`config.mk`:
```
export PLATFORM = sky130hd
export DESIGN_NAME = circular_fifo_with_dedup
export DESIGN_NICKNAME = d
export VERILOG_FILES = /design/src/rtl/core/cfd_pkg.sv /design/src/rtl/core/circular_fifo_with_dedup.sv
export SDC_FILE = /design/constraint.sdc
export NUM_CORES = 2
export LEC_CHECK = 0
export ABC_AREA = 1
export BUFFER_PORTS_ARGS = -buffer_cell sky130_fd_sc_hd__buf_2
export CELL_PAD_IN_SITES_DETAIL_PLACEMENT = 0
export CELL_PAD_IN_SITES_GLOBAL_PLACEMENT = 2
export CORE_MARGIN = 2
export CORE_UTILIZATION = 40
export DETAILED_ROUTE_END_ITERATION = 10
export PLACE_DENSITY_LB_ADDON = 0.1
export SLEW_MARGIN = 20
export SYNTH_ARGS = -nofsm -noshare
export SYNTH_HDL_FRONTEND = slang
export SYNTH_SLANG_ARGS = --single-unit
```
`constraint.sdc`:
```
create_clock -name clk -period 12.2 [get_ports clk]
set_input_delay 2.44 -clock clk [delete_from_list [all_inputs] [get_ports clk]]
set_output_delay 2.44 -clock clk [all_outputs]
set_load 0.05 [all_outputs]
```
`src/rtl/core/cfd_pkg.sv`:
```
`default_nettype none
// ----------------------------------------------------------------------------
// cfd_pkg
// Shared types and constants of the ring FIFO with unique insert.
// ----------------------------------------------------------------------------
package cfd_pkg;

  // ring store geometry
  localparam int DEPTH  = 256;
  localparam int DATA_W = 8;
  localparam int ADDR_W = $clog2(DEPTH);
  localparam int CNT_W  = ADDR_W + 1;

  // remainder unit: dividend covers head plus a count or position
  localparam int DIV_W     = CNT_W;
  localparam int STEP_W    = $clog2(DIV_W);
  localparam logic [STEP_W-1:0] LAST_STEP = STEP_W'(DIV_W - 1);

  localparam logic [CNT_W-1:0] SIZE_MAX   = CNT_W'(DEPTH);
  localparam logic [CNT_W-1:0] SIZE_RESET = CNT_W'(DEPTH);

  // request codes
  typedef enum logic [2:0] {
    FN_ENQ      = 3'd0,
    FN_ENQ_UNIQ = 3'd1,
    FN_DEQ      = 3'd2,
    FN_PEEK     = 3'd3,
    FN_PEEK_POS = 3'd4,
    FN_CLEAR    = 3'd5
  } func_t;

  // result status codes
  typedef enum logic [2:0] {
    ST_OK      = 3'd0,
    ST_EMPTY   = 3'd1,
    ST_FULL    = 3'd2,
    ST_DUP     = 3'd3,
    ST_BAD_POS = 3'd4
  } status_t;

  // sequencer states
  typedef enum logic [7:0] {
    S_IDLE  = 8'b0000_0001,
    S_MOD   = 8'b0000_0010,
    S_WALK  = 8'b0000_0100,
    S_CMP   = 8'b0000_1000,
    S_WRITE = 8'b0001_0000,
    S_READ  = 8'b0010_0000,
    S_RDATA = 8'b0100_0000,
    S_DONE  = 8'b1000_0000
  } state_t;

endpackage
`default_nettype wire

```
`src/rtl/core/circular_fifo_with_dedup.sv`:
```
`default_nettype none
// ----------------------------------------------------------------------------
// circular_fifo_with_dedup
// Byte FIFO in a ring store with a configurable capacity and unique insert.
// ----------------------------------------------------------------------------
// One request is taken at a time and gives exactly one result transaction.
// Every request that touches the ring first reduces a ring offset modulo the
// configured size in a shared remainder unit of nine shift-subtract steps,
// then uses the single-port store: enqueue writes it, dequeue and peek read
// it through the registered store read. Unique insert compares the held
// entries one at a time, each through the registered store read, and writes
// only if none matches and room is left. Clear, empty, full-on-plain enqueue,
// bad position and the unused codes skip the remainder unit. A new
// request is accepted as soon as the sequencer is idle, even while the
// previous result waits in the output register. The size register may be
// written at any time the block holds no request in flight.
// ----------------------------------------------------------------------------
module circular_fifo_with_dedup (
  input  wire                        clk,
  input  wire                        rst,
  // configuration
  input  wire                        cfg_valid,
  output logic                       cfg_ready,
  input  wire [cfd_pkg::CNT_W-1:0]   queue_size,
  // request channel
  input  wire                        in_valid,
  output logic                       in_ready,
  input  wire [2:0]                  func,
  input  wire [cfd_pkg::DATA_W-1:0]  item_value,
  input  wire [cfd_pkg::CNT_W-1:0]   position,
  // result channel
  output logic                       out_valid,
  input  wire                        out_ready,
  output logic [2:0]                 status,
  output logic [cfd_pkg::DATA_W-1:0] read_value,
  output logic [cfd_pkg::CNT_W-1:0]  fill_count,
  output logic [cfd_pkg::CNT_W-1:0]  free_space
);
  import cfd_pkg::*;

  // ring store
  logic [DATA_W-1:0] ring [DEPTH];
  logic [DATA_W-1:0] rd_data;

  // architectural state
  logic [CNT_W-1:0]  size_cfg;
  logic [ADDR_W-1:0] head;
  logic [CNT_W-1:0]  count;

  // request context
  state_t            state;
  func_t             func_q;
  logic [DATA_W-1:0] item_q;
  logic [CNT_W-1:0]  size_q;
  status_t           status_q;
  logic [DATA_W-1:0] rd_val;
  logic [ADDR_W-1:0] slot;
  logic [CNT_W-1:0]  walk_k;

  // remainder unit
  logic [DIV_W-1:0]  mod_num;
  logic [CNT_W-1:0]  mod_rem;
  logic [STEP_W-1:0] mod_cnt;
  logic [CNT_W-1:0]  mod_trial;
  logic [CNT_W-1:0]  mod_step;

  // decode of the new request
  logic [CNT_W-1:0]  size_eff;
  func_t             func_in;
  logic [CNT_W-1:0]  pos_m1;
  logic [CNT_W-1:0]  slot_inc;
  logic              in_fire;
  logic              out_free;

  assign cfg_ready = 1'b1;
  assign in_ready  = (state == S_IDLE);
  assign in_fire   = in_valid && in_ready;
  assign out_free  = !out_valid || out_ready;
  assign func_in   = func_t'(func);
  assign pos_m1    = position - CNT_W'(1);
  assign slot_inc  = {1'b0, slot} + CNT_W'(1);

  // size register as used: zero acts as one, above depth acts as depth
  always_comb begin
    if (size_cfg == '0) begin
      size_eff = CNT_W'(1);
    end else if (size_cfg > SIZE_MAX) begin
      size_eff = SIZE_MAX;
    end else begin
      size_eff = size_cfg;
    end
  end

  // one shift-subtract step of the remainder
  always_comb begin
    mod_trial = {mod_rem[CNT_W-2:0], mod_num[DIV_W-1]};
    if (mod_trial >= size_q) begin
      mod_step = mod_trial - size_q;
    end else begin
      mod_step = mod_trial;
    end
  end

  // store access: registered read at the current slot
  always_ff @(posedge clk) begin
    rd_data <= ring[slot];
    if (state == S_WRITE) begin
      ring[slot] <= item_q;
    end
  end

  // size register
  always_ff @(posedge clk) begin
    if (rst) begin
      size_cfg <= SIZE_RESET;
    end else if (cfg_valid && cfg_ready) begin
      size_cfg <= queue_size;
    end
  end

  // sequencer
  always_ff @(posedge clk) begin
    if (rst) begin
      state     <= S_IDLE;
      head      <= '0;
      count     <= '0;
      out_valid <= 1'b0;
    end else begin
      // result leaves when taken, unless a new one is loaded
      if (out_valid && out_ready && state != S_DONE) begin
        out_valid <= 1'b0;
      end

      case (state)
        S_IDLE: begin
          if (in_fire) begin
            func_q   <= func_in;
            item_q   <= item_value;
            size_q   <= size_eff;
            rd_val   <= '0;
            walk_k   <= '0;
            mod_rem  <= '0;
            mod_cnt  <= '0;
            case (func_in)
              FN_ENQ: begin
                if (count >= size_eff) begin
                  status_q <= ST_FULL;
                  state    <= S_DONE;
                end else begin
                  status_q <= ST_OK;
                  mod_num  <= DIV_W'({1'b0, head}) + count;
                  state    <= S_MOD;
                end
              end
              FN_ENQ_UNIQ: begin
                status_q <= ST_OK;
                mod_num  <= DIV_W'({1'b0, head});
                state    <= S_MOD;
              end
              FN_DEQ, FN_PEEK: begin
                if (count == '0) begin
                  status_q <= ST_EMPTY;
                  state    <= S_DONE;
                end else begin
                  status_q <= ST_OK;
                  mod_num  <= DIV_W'({1'b0, head});
                  state    <= S_MOD;
                end
              end
              FN_PEEK_POS: begin
                if (count == '0) begin
                  status_q <= ST_EMPTY;
                  state    <= S_DONE;
                end else if (position == '0 || position > count) begin
                  status_q <= ST_BAD_POS;
                  state    <= S_DONE;
                end else begin
                  status_q <= ST_OK;
                  mod_num  <= DIV_W'({1'b0, head}) + pos_m1;
                  state    <= S_MOD;
                end
              end
              FN_CLEAR: begin
                head     <= '0;
                count    <= '0;
                status_q <= ST_OK;
                state    <= S_DONE;
              end
              default: begin
                status_q <= ST_OK;
                state    <= S_DONE;
              end
            endcase
          end
        end

        // ring offset modulo size, one bit per cycle
        S_MOD: begin
          mod_rem <= mod_step;
          mod_num <= {mod_num[DIV_W-2:0], 1'b0};
          mod_cnt <= mod_cnt + STEP_W'(1);
          if (mod_cnt == LAST_STEP) begin
            slot <= mod_step[ADDR_W-1:0];
            case (func_q)
              FN_ENQ:      state <= S_WRITE;
              FN_ENQ_UNIQ: state <= S_WALK;
              default:     state <= S_READ;
            endcase
          end
        end

        // walk held entries; slot ends on the tail slot
        S_WALK: begin
          if (walk_k == count) begin
            if (count >= size_q) begin
              status_q <= ST_FULL;
              state    <= S_DONE;
            end else begin
              state <= S_WRITE;
            end
          end else begin
            state <= S_CMP;
          end
        end

        S_CMP: begin
          if (rd_data == item_q) begin
            status_q <= ST_DUP;
            state    <= S_DONE;
          end else begin
            slot   <= (slot_inc == size_q) ? '0 : slot_inc[ADDR_W-1:0];
            walk_k <= walk_k + CNT_W'(1);
            state  <= S_WALK;
          end
        end

        S_WRITE: begin
          count <= count + CNT_W'(1);
          state <= S_DONE;
        end

        S_READ: begin
          state <= S_RDATA;
        end

        S_RDATA: begin
          rd_val <= rd_data;
          if (func_q == FN_DEQ) begin
            count <= count - CNT_W'(1);
            if (count == CNT_W'(1)) begin
              head <= '0;
            end else begin
              head <= (slot_inc == size_q) ? '0 : slot_inc[ADDR_W-1:0];
            end
          end
          state <= S_DONE;
        end

        // hand the result to the output register
        S_DONE: begin
          if (out_free) begin
            out_valid  <= 1'b1;
            status     <= status_q;
            read_value <= rd_val;
            fill_count <= count;
            free_space <= (size_q > count) ? (size_q - count) : '0;
            state      <= S_IDLE;
          end
        end

        default: begin
          state <= S_IDLE;
        end
      endcase
    end
  end

endmodule
`default_nettype wire
```
Word level (Yosys, flattened, before mapping)
Memory sizes are Yosys's and may differ from the RTL's. A register that Yosys moved wholly into a read port is not among the register bits.
Cells that the tools add are included.
Cells by class
  $add $sub $neg: 10
  magnitude comparators: 6
  equal/unequal tests: 35
  muxes and demuxes: 59
  bitwise logic cells: 1
  reduce and logical (&&, ||, !) cells: 30
Operator list (count)
  $mux 8: 19
  $mux 9: 12
  $pmux 8 s2: 4
  $pmux 8 s7: 1
  $pmux 9 s2: 2
  $pmux 9 s4: 1
  $pmux 8 s4: 1
  $ge 9x9->1: 3
  $logic_not 9->1: 3
  $pmux 9 s3: 1
  $add 8x9->9: 2
  $add 9x1->9 const B: 2
  $eq 9x9->1: 2
  $gt 9x9->1: 2
  $mux 3: 6
  $pmux 3 s3: 2
  $sub 9x1->9 const B: 2
  $reduce_and 4->1: 4
  $reduce_and 3->1: 5
  $ne 2x2->1 const B: 7
  $ne 3x3->1 const B: 4
  $pmux 6 s2: 1
  $add 8x1->9 const B: 1
  $eq 3x2->1 const B: 3
  34 further kinds: 51
Storage, ports and cells
  bits in registers: 133
  bits in writable memories: 2048
  bits of input ports: 34
  output and inout port bits: 32
  word-level logic and storage cells: 161
  memories kept: 1
Memory list
  ring: words 256, bits a word 8, read ports 1, clocked after memory_dff 1, write ports 1, RTL line circular_fifo_with_dedup.sv:42  | logic [DATA_W-1:0] ring [DEPTH];

Logic depth before layout (Yosys ltp)
  depth after elaboration: 8
  mapped depth: 17
  mapped depth without buffers: 17

Worst setup path before layout
OpenSTA, ideal clock, no wires.
  path kind: register to register
  start: register item_q[4]
  end: register status_q[0], enable pin
  setup time: 0.327 ns
  arrival: 4.326 ns
  data required time: 11.873 ns
  path slack: 7.547 ns
  stages on the path, launching flop included: 8
  buffers on the path: 0
  clock period less this slack: 4.653 ns
  cells stage by stage: edfxtp_1 > or2_2 > nand4_1 > nor2_1 > nand2_1 > nand2_1 > o2111ai_1 > a21oi_1
Between the ends
  cells in the longest elaborated chain, start to end: 3
RTL lines
  from (decl): RTL line circular_fifo_with_dedup.sv:53  | logic [DATA_W-1:0] item_q;
  from (signal assigned): RTL line circular_fifo_with_dedup.sv:138  | item_q <= item_value;
  $eq 8x8->1: RTL line circular_fifo_with_dedup.sv:227  | if (rd_data == item_q) begin
  $ne 2x2->1 (no line)
  $reduce_and 6->1 (no line)
  to (signal assigned): RTL line circular_fifo_with_dedup.sv:190  | status_q <= ST_OK;
  to (signal assigned): RTL line circular_fifo_with_dedup.sv:216  | status_q <= ST_FULL;
  to (signal assigned): RTL line circular_fifo_with_dedup.sv:228  | status_q <= ST_DUP;
  to (decl): RTL line circular_fifo_with_dedup.sv:55  | status_t status_q;
No other way between the ends.
A chain may end at the register's enable or synchronous reset.

==> impl_summary.log <==
[metrics] run status: finished clean
[metrics] PnR worst setup slack: 6.73 ns
[metrics] Final setup violation count: 0
[metrics] Die Wd: 481 um
[metrics] number of standard cells in the final layout excluding fillers: 11.1k
[metrics] worst clock skew on the final layout: 0.0557 ns
[metrics] largest stage delay on the critical path: 0.77 ns
[metrics] Min Clock Period, post-route: 5.47 ns
[metrics] TritonCTS clock tree: built
[metrics] count of routing violations after the opening detailed-route iteration: 5290
[metrics] post-CTS setup-driven buffer insertion count: 0
[metrics] number of iterations in the first detailed-routing pass: 5
[metrics] largest net degree at the start of global routing: 167
[metrics] overall power: 17.0 mW
[metrics] worst hold-check path type: flop to flop
[metrics] number of vias in the routed layout: 59.5k
[metrics] DP HPWL: 162000 um
[metrics] maximum fanout encountered on the critical timing path: 162
[metrics] DP Area: 94000 um2
[metrics] count of synthesis-stage warnings from yosys: 0
[metrics] share of synthesized area occupied by flip-flops and latches: 71.9%
[metrics] Hold Crit Start: status_q[2]
[metrics] standard cell with the maximum stage delay on the critical path: buf_4
[metrics] TritonCTS Buffers: 230
[metrics] I/O pins: 66
[metrics] data arrival at the endpoint of the critical path: 6.24 ns
[metrics] IR drop worst, VDD: 0.000136 V
[metrics] Hold Violations, Final: 0
[metrics] Final Wtd Congestion: 0.812
[metrics] ratio of final minimum period to clock period: 44.8%
[metrics] CTS resizes: 0
[metrics] Layout Cell Area excl Fill: 102000 um2
[metrics] H-tree Lvls: 4
[metrics] core area: 225000 um2
[metrics] critical register-to-register path endpoint: rd_data[4]
[metrics] Vias per Instance: 5.35
[metrics] global-route wire length before repair: 407000 um
[metrics] sum of overflow across all layers after global routing: 0
[metrics] PortBufs: 64
[metrics] category of the worst setup path launch point: flop
[metrics] count of distinct cell types in the synthesized netlist: 48
[metrics] syn nets: 8089
[metrics] critical path launch point: slot[0]
[metrics] P&R area growth vs syn: 11.8%
[metrics] synthesized instance count: 7982
[metrics] Data required, critical path: 12.97 ns
[metrics] effective utilization at floorplan: 40.3%
[metrics] total detailed-routing wirelength: 281000 um
[metrics] Max Transition Viols Final: 0
[metrics] vias in the first global route: 56.9k
[metrics] element type at the critical path end: flop
[metrics] clock transition at the registers of the reported paths: 0.06 ns
[metrics] number of nets in the final layout: 8048
[metrics] antenna violations before repair: 18
[metrics] total number of clock tree sinks: 2189
[metrics] average detailed-routed wire length per instance: 25.3 um
[metrics] setup repair after global routing missed its margin: false
[metrics] leakage power: 34.8 nW
[metrics] number of maximum-capacitance violations: 0
[metrics] total DRC errors in the routed layout: 0
[metrics] cell at the root of the clock tree: clkbuf_16
[metrics] Placed Instances: 10.7k
[metrics] height of the chip: 481 um
[metrics] power density cells: 167 nW/um2
[metrics] pre-CTS setup slack: 6.74 ns
[metrics] achievable frequency: 183 MHz
[metrics] Hold Path Depth: 0
[metrics] floorplan die area: 231000 um2
[metrics] RR Startpoint: slot[0]
[metrics] R2R Setup Slk: 6.73 ns
[metrics] GRT Overall Usage: 24.1%
[metrics] area of the mapped netlist: 90800 um2
[metrics] quantity of hold-fixing buffers added after cts: 0
[metrics] worst slew pin tran: 1.09 ns
[metrics] Clock Path Buffers: 3
[metrics] kind of critical path: flop to flop
[metrics] cell breakdown of the critical path: buf_12, buf_4, buf_4, buf_4, buf_12, nand2_1, nand2_1, o21ai_0, nand2_1, nand2_1, o21ai_0, nand2_1, nor2_1, nor2_1, nor2_1, nand2_1
[metrics] total negative setup slack: 0 ns
[metrics] Final ANT Viol Nets: 0
[metrics] worst hold path endpoint: status[2]
[metrics] FF+latch count, synth: 2189
[metrics] CP most frequent cell: nand2_1
[metrics] post-synthesis average cell area: 11.4 um2
[metrics] path depth of the worst reg2reg path: 16
[metrics] Skew-Pair Late Insertion Delay: 0.89 ns
[metrics] fraction of layout cells with a size suffix above 1: 7.05%
[metrics] Placement Rows: 174
[metrics] Max transition margin: 27.0%
-- area by class of cell --
type | count | area (um2)
multi-input cells | 5125 | 22800
clock inverters | 155 | 1450
clock buffers | 274 | 6020
repair buffers | 179 | 1340
flip-flops and latches | 2189 | 65300
inverters | 216 | 831
well taps | 2992 | 3740
diodes | 7 | 17.5
fillers | 20745 | 124000
-- flip-flops by register name (all words and copies together) (netlist names) --
| signal | cells |
|---|---|
| read_value | 8 |
| head | 8 |
| status_q | 3 |
| fill_count | 9 |
| rd_val | 8 |
| count | 9 |
| state | 8 |
| item_q | 8 |
| status | 3 |
| free_space | 9 |
| func_q | 3 |
| walk_k | 9 |
| size_q | 9 |
| mod_cnt | 4 |
| ring | 2048 |
| out_valid | 1 |
| mod_num | 9 |
| size_cfg | 9 |
| slot | 8 |
| rd_data | 8 |
| mod_rem | 8 |
-- cells in the mapped netlist, drive strengths merged --
library cell | n | area share [%]
o22ai | 167 | 1.2
o21ai | 1324 | 7.3
clkbuf | 238 | 0.98
inv | 201 | 0.83
xnor2 | 11 | 0.11
o31ai | 1 | 0.0083
nand3b | 3 | 0.025
nand4 | 50 | 0.37
a211oi | 2 | 0.017
clkinv | 15 | 0.062
dfxtp | 43 | 0.95
nor2 | 2063 | 8.5
fa | 4 | 0.088
a21o | 3 | 0.025
buf | 214 | 1.2
conb | 1 | 0.0041
nor3 | 19 | 0.11
xor2 | 16 | 0.15
a22o | 1 | 0.0096
a31oi | 3 | 0.021
nand2 | 1196 | 4.9
o2111ai | 1 | 0.0096
a41oi | 1 | 0.0096
nor4 | 7 | 0.048
ha | 69 | 0.95
o31a | 1 | 0.0096
o211ai | 1 | 0.0083
o21bai | 1 | 0.0083
edfxtp | 2146 | 71
nand3 | 68 | 0.39
xnor3 | 1 | 0.025
o2111a | 1 | 0.012
or2 | 17 | 0.12
a21boi | 1 | 0.0083
a32oi | 2 | 0.019
nor3b | 3 | 0.025
o221ai | 3 | 0.029
o21a | 2 | 0.017
a21oi | 82 | 0.45
-- routing by layer --
layer | vias up | global-route usage, % | part of all wire (%)
met5 | - | 0 | 0
met4 | 0 | 5.54 | 2.1
met3 | 332 | 3.18 | 5.6
met2 | 1699 | 39.0 | 47
met1 | 29707 | 34.6 | 45
li1 | 27801 | - | -
-- per-stage QoR --
step,hold WS (ns),utilization (%)
floorplan,0.400,-
global placement,0.405,41.7
detailed placement,0.408,41.7
CTS,0.418,45.0
global route,0.423,45.0
finish,0.415,45.0
-- report_power, final --
part	total (mW)	internal (mW)	switching, mW
clock network	6.95	3.94	3.01
logic	1.41	0.323	1.09
registers	8.61	8.55	0.0637
-- worst max-delay path, delay by kind of cell, from the launching register on --
family	cells	cell delay (ns)
buffers and inverters	5	3.19
and+or+nand+nor	9	1.01
DFF	1	0.38
AOI/OAI and AO/OA	2	0.28
-- layout by cell type (no fill, tap or decap), types with 5 or more instances in the layout --
cell       instances
o21ai_1          186
xnor2_1           11
clkbuf_1          36
dfxtp_1           43
clkinv_2          63
diode_2            7
nor3_1            17
bufinv_16         20
nand3_1           63
clkbuf_16        232
edfxtp_1        2146
o21ai_0         1138
nand3_2            5
nor2_1          2054
clkinv_16          7
ha_1              69
nand4_1           47
clkbuf_8           6
buf_12            11
nand2_1         1183
buf_4            103
nor4_1             7
inv_1            193
clkinv_1          70
nand2_2           10
xor2_1            16
o22ai_1          167
buf_2             64
or2_2             17
a21oi_1           82
nor2_2             6
-- logic make-up after synthesis --
family | Yosys count | synth area share [%]
other cells | 1 | 0.00413
compound gates | 1597 | 9.11
fa+ha+maj | 73 | 1.04
simple gates | 3426 | 14.5
xor+xnor | 28 | 0.285
flops | 2189 | 71.9
buf+inv | 668 | 3.12
-- how the worst max path moves through the flow --
stage	endpoint	slack [ns]	cells past startpoint
2_1_floorplan	status_q[0]	7.55	7
3_3_place_gp	rd_data[4]	6.75	16
3_5_place_dp	rd_data[4]	6.74	15
4_1_cts	rd_data[4]	6.73	15
5_1_grt	rd_data[4]	6.31	17
6_report	rd_data[4]	6.73	16
Note: power is estimated with default switching activity, not from simulation.
